### config.mk
export PLATFORM = sky130hd
export DESIGN_NAME = eight_channel_phase_dimmer_top
export DESIGN_NICKNAME = d
export VERILOG_FILES = /design/src/rtl/ecpd_pkg.sv /design/src/rtl/ecpd_front.sv /design/src/rtl/ecpd_fifo.sv /design/src/rtl/ecpd_back.sv /design/src/rtl/eight_channel_phase_dimmer_top.sv
export SDC_FILE = /design/constraint.sdc
export NUM_CORES = 2
export LEC_CHECK = 0
export ABC_AREA = 1
export ABC_CLOCK_PERIOD_IN_PS = 24600
export BUFFER_PORTS_ARGS = -buffer_cell sky130_fd_sc_hd__buf_2
export CAP_MARGIN = 30
export CORE_MARGIN = 2
export CORE_UTILIZATION = 45
export DETAILED_ROUTE_END_ITERATION = 12
export GPL_TIMING_DRIVEN = 0
export PLACE_DENSITY_LB_ADDON = 0.05
export SYNTH_ARGS = -nofsm -noshare
export SYNTH_HDL_FRONTEND = slang
export SYNTH_SLANG_ARGS = --single-unit
### constraint.sdc
create_clock -name clk -period 24.6 [get_ports clk]
set_clock_uncertainty 0.05 [all_clocks]
set_input_delay 3.69 -clock clk [delete_from_list [all_inputs] [get_ports clk]]
set_output_delay 3.69 -clock clk [all_outputs]
set_load 0.01 [all_outputs]
### src/rtl/ecpd_pkg.sv
// Shared types and constants for the eight-channel phase dimmer.
// No dependencies; imported by every module of the block.
`default_nettype none
package ecpd_pkg;

  // Input operation codes (in_tuser)
  localparam logic [1:0] OP_SET  = 2'd0;
  localparam logic [1:0] OP_ZERO = 2'd1;
  localparam logic [1:0] OP_TICK = 2'd2;

  // Configuration register indexes
  localparam logic CFG_MAINS_60HZ = 1'b0;
  localparam logic CFG_MIN_DELAY  = 1'b1;

  // Delay mapping constants
  localparam logic [15:0] FULL_SCALE    = 16'hFFFF;
  localparam logic [15:0] SPAN60_END    = 16'd33000;
  localparam logic [15:0] SPAN50_END    = 16'd40000;
  localparam logic [15:0] BASE50        = 16'd8000;
  localparam logic [15:0] MIN_DELAY_RST = 16'd2000;

  // Command queue between front and back
  localparam int QDEPTH = 4;
  localparam int QAW    = 2;

  // Gate output width
  localparam int GATE_W = 8;

  // Classified command kinds
  typedef enum logic [1:0] {
    CMD_SET  = 2'd0,
    CMD_ZERO = 2'd1,
    CMD_TICK = 2'd2,
    CMD_NOP  = 2'd3
  } cmd_kind_t;

  // One queued command
  typedef struct packed {
    cmd_kind_t   kind;
    logic [2:0]  ch;
    logic [15:0] delay;
  } cmd_t;

endpackage
`default_nettype wire

### src/rtl/ecpd_front.sv
// Front end: input handshake, configuration registers, classification and
// level-to-delay mapping pipeline. Depends on ecpd_pkg.
`default_nettype none
module ecpd_front #(
  parameter int CHANNELS = 8
) (
  input  wire logic          clk,
  input  wire logic          rst_n,
  // config port
  input  wire logic          cfg_we,
  input  wire logic          cfg_index,
  input  wire logic [15:0]   cfg_wdata,
  // input item
  input  wire logic          in_valid,
  output logic               in_ready,
  input  wire logic [1:0]    in_op,
  input  wire logic [2:0]    in_ch,
  input  wire logic [15:0]   in_level,
  // queue push side
  output logic               push,
  output ecpd_pkg::cmd_t     push_cmd,
  input  wire logic          q_full
);
  import ecpd_pkg::*;

  localparam logic [4:0] CH_LIM = 5'(CHANNELS);

  logic        mains_60hz_r;
  logic [15:0] min_delay_r;

  // stage A: classified item, operands of the multiply
  logic        a_v_r;
  cmd_kind_t   a_kind_r;
  logic [2:0]  a_ch_r;
  logic [15:0] a_x_r, a_span_r, a_base_r;
  // stage B: product
  logic        b_v_r;
  cmd_kind_t   b_kind_r;
  logic [2:0]  b_ch_r;
  logic [31:0] b_prod_r;
  logic [15:0] b_base_r;
  // stage C: quotient
  logic        c_v_r;
  cmd_kind_t   c_kind_r;
  logic [2:0]  c_ch_r;
  logic [15:0] c_quo_r;
  logic [15:0] c_base_r;

  logic        adv;
  cmd_kind_t   kind_nxt;
  logic [15:0] span_end, base_sel, span_nxt;
  logic [32:0] div_sum;
  logic [16:0] delay_sum;

  // config registers
  always_ff @(posedge clk) begin
    if (!rst_n) begin
      mains_60hz_r <= 1'b0;
      min_delay_r  <= MIN_DELAY_RST;
    end else if (cfg_we) begin
      unique case (cfg_index)
        CFG_MAINS_60HZ: mains_60hz_r <= cfg_wdata[0];
        CFG_MIN_DELAY:  min_delay_r  <= cfg_wdata;
        default:        mains_60hz_r <= mains_60hz_r;
      endcase
    end
  end

  // whole front stalls only when the last stage cannot push
  assign adv      = !(c_v_r && q_full);
  assign in_ready = adv;

  // classify; out-of-range channels and the spare code do nothing
  always_comb begin
    unique case (in_op)
      OP_SET:  kind_nxt = ({2'b00, in_ch} < CH_LIM) ? CMD_SET : CMD_NOP;
      OP_ZERO: kind_nxt = CMD_ZERO;
      OP_TICK: kind_nxt = CMD_TICK;
      default: kind_nxt = CMD_NOP;
    endcase
  end

  // span and base for the selected mains frequency
  always_comb begin
    span_end = mains_60hz_r ? SPAN60_END : SPAN50_END;
    base_sel = mains_60hz_r ? min_delay_r : BASE50;
    span_nxt = (span_end > min_delay_r) ? (span_end - min_delay_r) : 16'd0;
  end

  // exact floor(p / 65535) for p < 2^32: (p + (p >> 16) + 1) >> 16
  assign div_sum   = {1'b0, b_prod_r} + {17'd0, b_prod_r[31:16]} + 33'd1;
  assign delay_sum = {1'b0, c_base_r} + {1'b0, c_quo_r};

  // valid bits
  always_ff @(posedge clk) begin
    if (!rst_n) begin
      a_v_r <= 1'b0;
      b_v_r <= 1'b0;
      c_v_r <= 1'b0;
    end else if (adv) begin
      a_v_r <= in_valid;
      b_v_r <= a_v_r;
      c_v_r <= b_v_r;
    end
  end

  // payload stages
  always_ff @(posedge clk) begin
    if (adv) begin
      a_kind_r <= kind_nxt;
      a_ch_r   <= in_ch;
      a_x_r    <= ~in_level;
      a_span_r <= span_nxt;
      a_base_r <= base_sel;

      b_kind_r <= a_kind_r;
      b_ch_r   <= a_ch_r;
      b_prod_r <= a_x_r * a_span_r;
      b_base_r <= a_base_r;

      c_kind_r <= b_kind_r;
      c_ch_r   <= b_ch_r;
      c_quo_r  <= div_sum[31:16];
      c_base_r <= b_base_r;
    end
  end

  // push finished command, delay saturated to full scale
  assign push           = c_v_r && !q_full;
  assign push_cmd.kind  = c_kind_r;
  assign push_cmd.ch    = c_ch_r;
  assign push_cmd.delay = delay_sum[16] ? FULL_SCALE : delay_sum[15:0];

endmodule
`default_nettype wire

### src/rtl/ecpd_fifo.sv
// Short command queue decoupling the mapping front end from the back end.
// Depends on ecpd_pkg for the command type and depth.
`default_nettype none
module ecpd_fifo (
  input  wire logic       clk,
  input  wire logic       rst_n,
  input  wire logic       push,
  input  ecpd_pkg::cmd_t  push_cmd,
  output logic            full,
  input  wire logic       pop,
  output ecpd_pkg::cmd_t  pop_cmd,
  output logic            not_empty
);
  import ecpd_pkg::*;

  cmd_t           mem_r [QDEPTH];
  logic [QAW-1:0] wr_ptr_r, rd_ptr_r;
  logic [QAW:0]   cnt_r;

  assign full      = (cnt_r == (QAW+1)'(QDEPTH));
  assign not_empty = (cnt_r != '0);
  assign pop_cmd   = mem_r[rd_ptr_r];

  // storage
  always_ff @(posedge clk) begin
    if (push) begin
      mem_r[wr_ptr_r] <= push_cmd;
    end
  end

  // pointers and fill count
  always_ff @(posedge clk) begin
    if (!rst_n) begin
      wr_ptr_r <= '0;
      rd_ptr_r <= '0;
      cnt_r    <= '0;
    end else begin
      if (push) wr_ptr_r <= wr_ptr_r + QAW'(1);
      if (pop)  rd_ptr_r <= rd_ptr_r + QAW'(1);
      if (push && !pop)      cnt_r <= cnt_r + (QAW+1)'(1);
      else if (pop && !push) cnt_r <= cnt_r - (QAW+1)'(1);
    end
  end

endmodule
`default_nettype wire

### src/rtl/ecpd_back.sv
// Back end: per-channel delays, tick counter, gate compare and output register.
// Depends on ecpd_pkg.
`default_nettype none
module ecpd_back #(
  parameter int CHANNELS = 8
) (
  input  wire logic                          clk,
  input  wire logic                          rst_n,
  input  wire logic                          q_not_empty,
  input  ecpd_pkg::cmd_t                     q_cmd,
  output logic                               pop,
  output logic                               out_valid,
  input  wire logic                          out_ready,
  output logic [ecpd_pkg::GATE_W-1:0]        out_gates
);
  import ecpd_pkg::*;

  logic [15:0]       pending_r [CHANNELS];
  logic [15:0]       active_r  [CHANNELS];
  logic [15:0]       tick_r, tick_nxt;
  logic [GATE_W-1:0] gates_r, gates_nxt, hits;
  logic              out_v_r;
  logic [GATE_W-1:0] out_data_r;

  assign pop       = q_not_empty && (!out_v_r || out_ready);
  assign out_valid = out_v_r;
  assign out_gates = out_data_r;

  // saturating tick advance
  assign tick_nxt = (tick_r == FULL_SCALE) ? tick_r : tick_r + 16'd1;

  // per-channel fire compare against the advanced counter
  for (genvar k = 0; k < GATE_W; k++) begin : g_hit
    if (k < CHANNELS) begin : g_on
      assign hits[k] = (active_r[k] != FULL_SCALE) && (tick_nxt >= active_r[k]);
    end else begin : g_off
      assign hits[k] = 1'b0;
    end
  end

  // gate state after this command
  always_comb begin
    unique case (q_cmd.kind)
      CMD_ZERO: gates_nxt = '0;
      CMD_TICK: gates_nxt = gates_r | hits;
      CMD_SET:  gates_nxt = gates_r;
      CMD_NOP:  gates_nxt = gates_r;
    endcase
  end

  // channel delays
  for (genvar k = 0; k < CHANNELS; k++) begin : g_ch
    always_ff @(posedge clk) begin
      if (!rst_n) begin
        pending_r[k] <= FULL_SCALE;
        active_r[k]  <= FULL_SCALE;
      end else if (pop) begin
        if (q_cmd.kind == CMD_SET && {2'b00, q_cmd.ch} == 5'(k)) begin
          pending_r[k] <= q_cmd.delay;
        end
        if (q_cmd.kind == CMD_ZERO) begin
          active_r[k] <= pending_r[k];
        end
      end
    end
  end

  // counter and gates
  always_ff @(posedge clk) begin
    if (!rst_n) begin
      tick_r  <= FULL_SCALE;
      gates_r <= '0;
    end else if (pop) begin
      gates_r <= gates_nxt;
      if (q_cmd.kind == CMD_ZERO)      tick_r <= 16'd0;
      else if (q_cmd.kind == CMD_TICK) tick_r <= tick_nxt;
    end
  end

  // output register
  always_ff @(posedge clk) begin
    if (!rst_n) begin
      out_v_r <= 1'b0;
    end else if (pop) begin
      out_v_r <= 1'b1;
    end else if (out_ready) begin
      out_v_r <= 1'b0;
    end
  end

  always_ff @(posedge clk) begin
    if (pop) begin
      out_data_r <= gates_nxt;
    end
  end

endmodule
`default_nettype wire

### src/rtl/eight_channel_phase_dimmer_top.sv
// Phase-angle AC dimmer for up to CHANNELS triac outputs: one gate word per
// input word, always. A new word is accepted every clock when the output is
// drained; the result passes through the three-stage delay mapping
// (operands, 16x16 multiply, divide by 65535), the four-entry command queue
// and the output register. Each stage handles one word per clock, so
// sustained throughput is one word per cycle while the output is drained.
// Config writes (index 0 mains_60hz, index 1 min_delay) take effect on later
// set-level words only. Depends on ecpd_pkg, ecpd_front, ecpd_fifo,
// ecpd_back.
`default_nettype none
module eight_channel_phase_dimmer_top #(
  parameter int CHANNELS = 8
) (
  input  wire logic        clk,
  input  wire logic        rst_n,
  // configuration
  input  wire logic        cfg_we,
  input  wire logic        cfg_index,
  input  wire logic [15:0] cfg_wdata,
  // input stream
  input  wire logic        in_tvalid,
  output logic             in_tready,
  input  wire logic [23:0] in_tdata,   // [2:0] channel, [18:3] level, rest zero
  input  wire logic [1:0]  in_tuser,   // [1:0] operation
  // result stream
  output logic             out_tvalid,
  input  wire logic        out_tready,
  output logic [7:0]       out_tdata   // [7:0] gates
);
  import ecpd_pkg::*;

  logic push, q_full, pop, q_not_empty;
  cmd_t push_cmd, pop_cmd;

  ecpd_front #(.CHANNELS(CHANNELS)) u_front (
    .clk      (clk),
    .rst_n    (rst_n),
    .cfg_we   (cfg_we),
    .cfg_index(cfg_index),
    .cfg_wdata(cfg_wdata),
    .in_valid (in_tvalid),
    .in_ready (in_tready),
    .in_op    (in_tuser),
    .in_ch    (in_tdata[2:0]),
    .in_level (in_tdata[18:3]),
    .push     (push),
    .push_cmd (push_cmd),
    .q_full   (q_full)
  );

  ecpd_fifo u_fifo (
    .clk      (clk),
    .rst_n    (rst_n),
    .push     (push),
    .push_cmd (push_cmd),
    .full     (q_full),
    .pop      (pop),
    .pop_cmd  (pop_cmd),
    .not_empty(q_not_empty)
  );

  ecpd_back #(.CHANNELS(CHANNELS)) u_back (
    .clk        (clk),
    .rst_n      (rst_n),
    .q_not_empty(q_not_empty),
    .q_cmd      (pop_cmd),
    .pop        (pop),
    .out_valid  (out_tvalid),
    .out_ready  (out_tready),
    .out_gates  (out_tdata)
  );

endmodule
`default_nettype wire
-- Word-level counts from Yosys, hierarchy flattened
Memory sizes are Yosys's and may differ from the RTL's. A register that Yosys moved wholly into a read port is not among the register bits.
Cells that the tools add are included.
- register bits after elaboration: 203
- memory bits (writable): 340
- memories kept: 3
- add/subtract/negate cells: 9
- $mul: 1
- magnitude comparators: 9
- equality and inequality tests: 22
- mux-type cells: 68
- bitwise gates (word level): 19
- reduce and logical (&&, ||, !) cells: 38
- memory list (memory ; words ; width ; rd ports ; clocked after memory_dff ; write ports ; RTL line ; source):
    u_back.active_r ; 8 ; 16 ; 8 ; 0 ; 8 ; ecpd_back.sv:19 ; logic [15:0] active_r [CHANNELS];
    u_back.pending_r ; 8 ; 16 ; 8 ; 0 ; 8 ; ecpd_back.sv:18 ; logic [15:0] pending_r [CHANNELS];
    u_fifo.mem_r ; 4 ; 21 ; 1 ; 1 ; 1 ; ecpd_fifo.sv:16 ; cmd_t mem_r [QDEPTH];
- operators with widths (operator ; count):
    $mux W16 ; 20
    $ge A16 B16 Y1 ; 8
    $ne A16 B16 Y1 const B ; 8
    $mux W1 ; 41
    $add A32 B1 Y32 const B ; 1
    $add A32 B16 Y32 ; 1
    $mul A16 B16 Y32 ; 1
    $pmux W8 S3 ; 1
    $logic_and A1 B1 Y1 ; 21
    $add A16 B16 Y17 ; 1
    $add A16 B1 Y16 const B ; 1
    $eq A16 B16 Y1 const B ; 1
    $gt A16 B16 Y1 ; 1
    $not A16 Y16 ; 1
    $or A1 B1 Y1 ; 16
    $sub A16 B16 Y16 ; 1
    $eq A3 B3 Y1 const B ; 5
    $mux W13 ; 1
    $or A8 B8 Y8 ; 1
    $eq A2 B2 Y1 const B ; 3
    $eq A3 B2 Y1 const B ; 2
    $mux W3 ; 2
    $pmux W2 S3 ; 1
    $reduce_and A2 Y1 ; 3
    other kinds (14) ; 24

-- Logic depth before layout (Yosys ltp)
- word-level depth: 7
- depth in mapped cells: 26
- gate-level depth less buffers: 24

-- By module
A second synthesis with hierarchy kept.
- cell total of the unflattened synthesis: 4138
- area, all modules: 36477.5 um^2
- by module, submodules not included (module ; instances ; cells each ; area an instance (um^2)):
    ecpd_front ; 1 ; 2278 ; 17732.0
    ecpd_back ; 1 ; 1597 ; 15132.0
    ecpd_fifo ; 1 ; 263 ; 3613.5

-- Worst setup path after synthesis
No wires, ideal clock.
- path kind: in2reg
- start: input out_tready
- end: memory u_back.active_r[0][0] (enable)
- setup time: 792 ps
- arrival time: 12978 ps
- required time: 23758 ps
- setup slack: 10780 ps
- cell stages on the path: 4
- cell sequence: nor2_1 -> a21oi_2 -> inv_2 -> o21ai_0
- RTL lines (what ; RTL line ; source):
    start, declared ; eight_channel_phase_dimmer_top.sv:27 ; input wire logic out_tready,
    end, declared ; ecpd_back.sv:19 ;

-- Worst setup path after layout
- start: register u_front.a_x_r[10]
- end: register u_front.b_prod_r[31] (data pin)
- word-level cells in the longest chain between the ends: 1
- ends and longest elaborated chain (what ; RTL line ; source):
    start, declared ; ecpd_front.sv:35 ; logic [15:0] a_x_r, a_span_r, a_base_r;
    start signal, assigned ; ecpd_front.sv:112 ; a_x_r <= ~in_level;
    $mul A16 B16 Y32 ; ecpd_front.sv:118 ; b_prod_r <= a_x_r * a_span_r;
    end signal, assigned ; ecpd_front.sv:118 ;
    end, declared ; ecpd_front.sv:40 ; logic [31:0] b_prod_r;
Every way passes these cells.
A chain may end at the register's enable or synchronous reset.

==> metrics <==
min cycle time layout 6.83 ns; Synth Register Bits 545; worst path required time 24.94 ns; fraction of layout cells with a size suffix above 1 0.0596; initial antenna violation count 0; CTS H-tree depth 2; outcome complete, no violations; P&R area growth vs syn 11.4%; # resized after CTS 0; Mean Syn Cell Area 9.25 µm²; largest net degree at the start of global routing 57; reg2reg path depth 22; Max Freq 146 MHz; Worst-path clk slew 0.06 ns; Reg area 15800 µm²; most frequent cells in the layout nand2_1 (1068), inv_1 (817), edfxtp_1 (491); GP Congestion 0.877; DR WL met2 42.9 mm; Setup crit end kind flip-flop; critical path type flip-flop to flip-flop; cell count after synthesis 3815; Boundary Pins 58; Hold Violations, Final 0; vias post-DR 24600; CP startpoint kind flip-flop; DRT iter0 DRCs 1473; ANT nets after route 0; Num CTS Buffers 61; full die area 80700 µm²; R2R Path Start u_front.a_x_r[10]; Core Area 77600 µm²; Final setup violation count 0; Top Layer Used met4; Final #Nets 4470; max-slew violations 0; fin crit share 0.278; max-cap violations 0; Synth cell types 48; YS warnings 0; Worst path most repeated cell fa_1; Via density 4.89; Fillers 7384; slowest stage delay, CP 0.63 ns; overall routed net length 90.5 mm; PortBufs 50; Reg2Reg Setup Slack 17.77 ns; Worst Tran Pin Value 1.05 ns; CP Cell Sequence clkbuf_1 -> clkbuf_1 -> nand2_1 -> fa_1 -> fa_1 -> fa_1 -> fa_1 -> inv_1 -> fa_1 -> inv_1 -> fa_1 -> inv_1 -> ha_1 -> nand2_1 -> nor2_1 -> nand3_1 -> nand3_1 -> nand2_1 -> nand2_1 -> nand3_1 -> nand3b_1 -> nand2_1; metal3 WL 4.14 mm; Die X 284 µm; commonest non-fill, non-tap cell in the layout nand2_1; wire per inst 18.0 µm; Setup Fix Bufs, Post-CTS 0; drt pass-1 iters 5; Post-synth ARST share 0; Netlist Area Pre-Place 35300 µm²; cts hold-fix bufs 0; Slew headroom 0.302; Critical-path top delay cell clkbuf_1; number of global-route vias before repair 23700; clk buf depth 3; Routed met1 length 40.2 mm; sink of the worst hold path u_front.c_base_r[2]; number of enable flip-flop cells after synthesis 491; Multi-input gate area 15900 µm²; worst hold path stage count 0; DRC 0; first-pass GRT wire length 138 mm; row count 102; Clock Sinks 545; setup TNS 0 ns; Initial Util 0.455; DP Worst Slack 17.76 ns; Worst EP arrival 7.17 ns; most used flip-flop cell after synthesis edfxtp_1; CTS tree built; GRT Overall Usage 0.227; post-synthesis sequential area ratio 0.449; RSZ-0062 raised after global routing no; worst skew pair latency 0.64 ns; chip height 284 µm; crit-path max FO 10; Syn Nets 4339; RR Endpoint u_front.b_prod_r[31]; Hold Crit Start u_front.b_base_r[2]; hpwl dp 66.9 mm; type of the most critical hold path flip-flop to flip-flop; worst setup margin 17.77 ns; Root Driver clkbuf_16; total congestion overflow 0
-- metal layers --
layer  global-route usage  vias to the layer above
li1                     -                    12400
met1                0.304                    11500
met2                0.377                      553
met3               0.0291                      163
met4               0.0834                        0
met5                    0                        -
-- final cells by class --
cell class	count	area share
plain buffers	119	0.0139
clock buffers	85	0.0445
multi-input cells	2328	0.404
flip-flops and latches	545	0.403
inverters	823	0.0786
diodes	1	0.0000637
well taps	1040	0.0331
clock inverters	28	0.00703
repair buffers	68	0.0167
-- worst max-delay path by stage --
stage,from,slack [ns],endpoint
after global routing,u_front.a_x_r[10],17.39,u_front.b_prod_r[31]
after global placement,out_tready,6.37,u_back.active_r[0][58]
final,u_front.a_x_r[10],17.77,u_front.b_prod_r[31]
after floorplan,out_tready,10.78,u_back.active_r[0][0]
after detailed placement,u_front.a_x_r[10],17.76,u_front.b_prod_r[31]
after CTS,u_front.a_x_r[10],17.75,u_front.b_prod_r[31]
-- synth_stat cells, types with 53 or more instances --
| master | number | share of area |
|---|---|---|
| edfxtp_1 | 491 | 0.42 |
| nand3_1 | 90 | 0.013 |
| clkbuf_1 | 85 | 0.0090 |
| dfxtp_1 | 54 | 0.031 |
| nand2_1 | 1068 | 0.11 |
| o21ai_0 | 79 | 0.011 |
| fa_1 | 196 | 0.11 |
| ha_1 | 280 | 0.099 |
| nor3_1 | 53 | 0.0075 |
| nor2_1 | 153 | 0.016 |
| a21oi_1 | 182 | 0.026 |
| inv_1 | 817 | 0.087 |
-- worst max-delay path: cells and delay by family (launching register included) --
| kind | cells | cell delay [ns] |
|---|---|---|
| and+or+nand+nor | 10 | 1.38 |
| buffers and inverters | 5 | 1.33 |
| DFF | 1 | 0.31 |
| adders and majority gates | 7 | 3.49 |
-- registers in the layout, summed over array words and instances (netlist names), 32 cells and up, named ones only --
| register | cells |
|---|---|
| u_back.pending_r | 128 |
| u_fifo.mem_r | 84 |
| u_back.active_r | 128 |
| u_front.b_prod_r | 32 |
-- cells by family after synthesis --
family / after synthesis / synth area share
and+or+nand+nor: 1435 / 0.164
buffers and inverters: 942 / 0.103
DFF: 545 / 0.449
AOI/OAI and AO/OA: 366 / 0.0608
xor gates and xnor gates: 51 / 0.0127
adders and majority gates: 476 / 0.211
-- metrics by stage --
| stage | hold WS, ns | std cells | area [µm²] | utilization |
|---|---|---|---|---|
| 6_report | 0.360 | 5037 | 39300 | 0.507 |
| 5_1_grt | 0.372 | 5036 | 39300 | 0.507 |
| 4_1_cts | 0.352 | 5035 | 39300 | 0.506 |
| 3_5_place_dp | 0.355 | 4922 | 37300 | 0.480 |
| 3_3_place_gp | 0.352 | 4905 | 36800 | 0.475 |
| 2_1_floorplan | 0.350 | 3815 | 35300 | - |
Power is not shown: default switching activity piles up to over one toggle a cycle in this logic, so the estimate is an artifact.
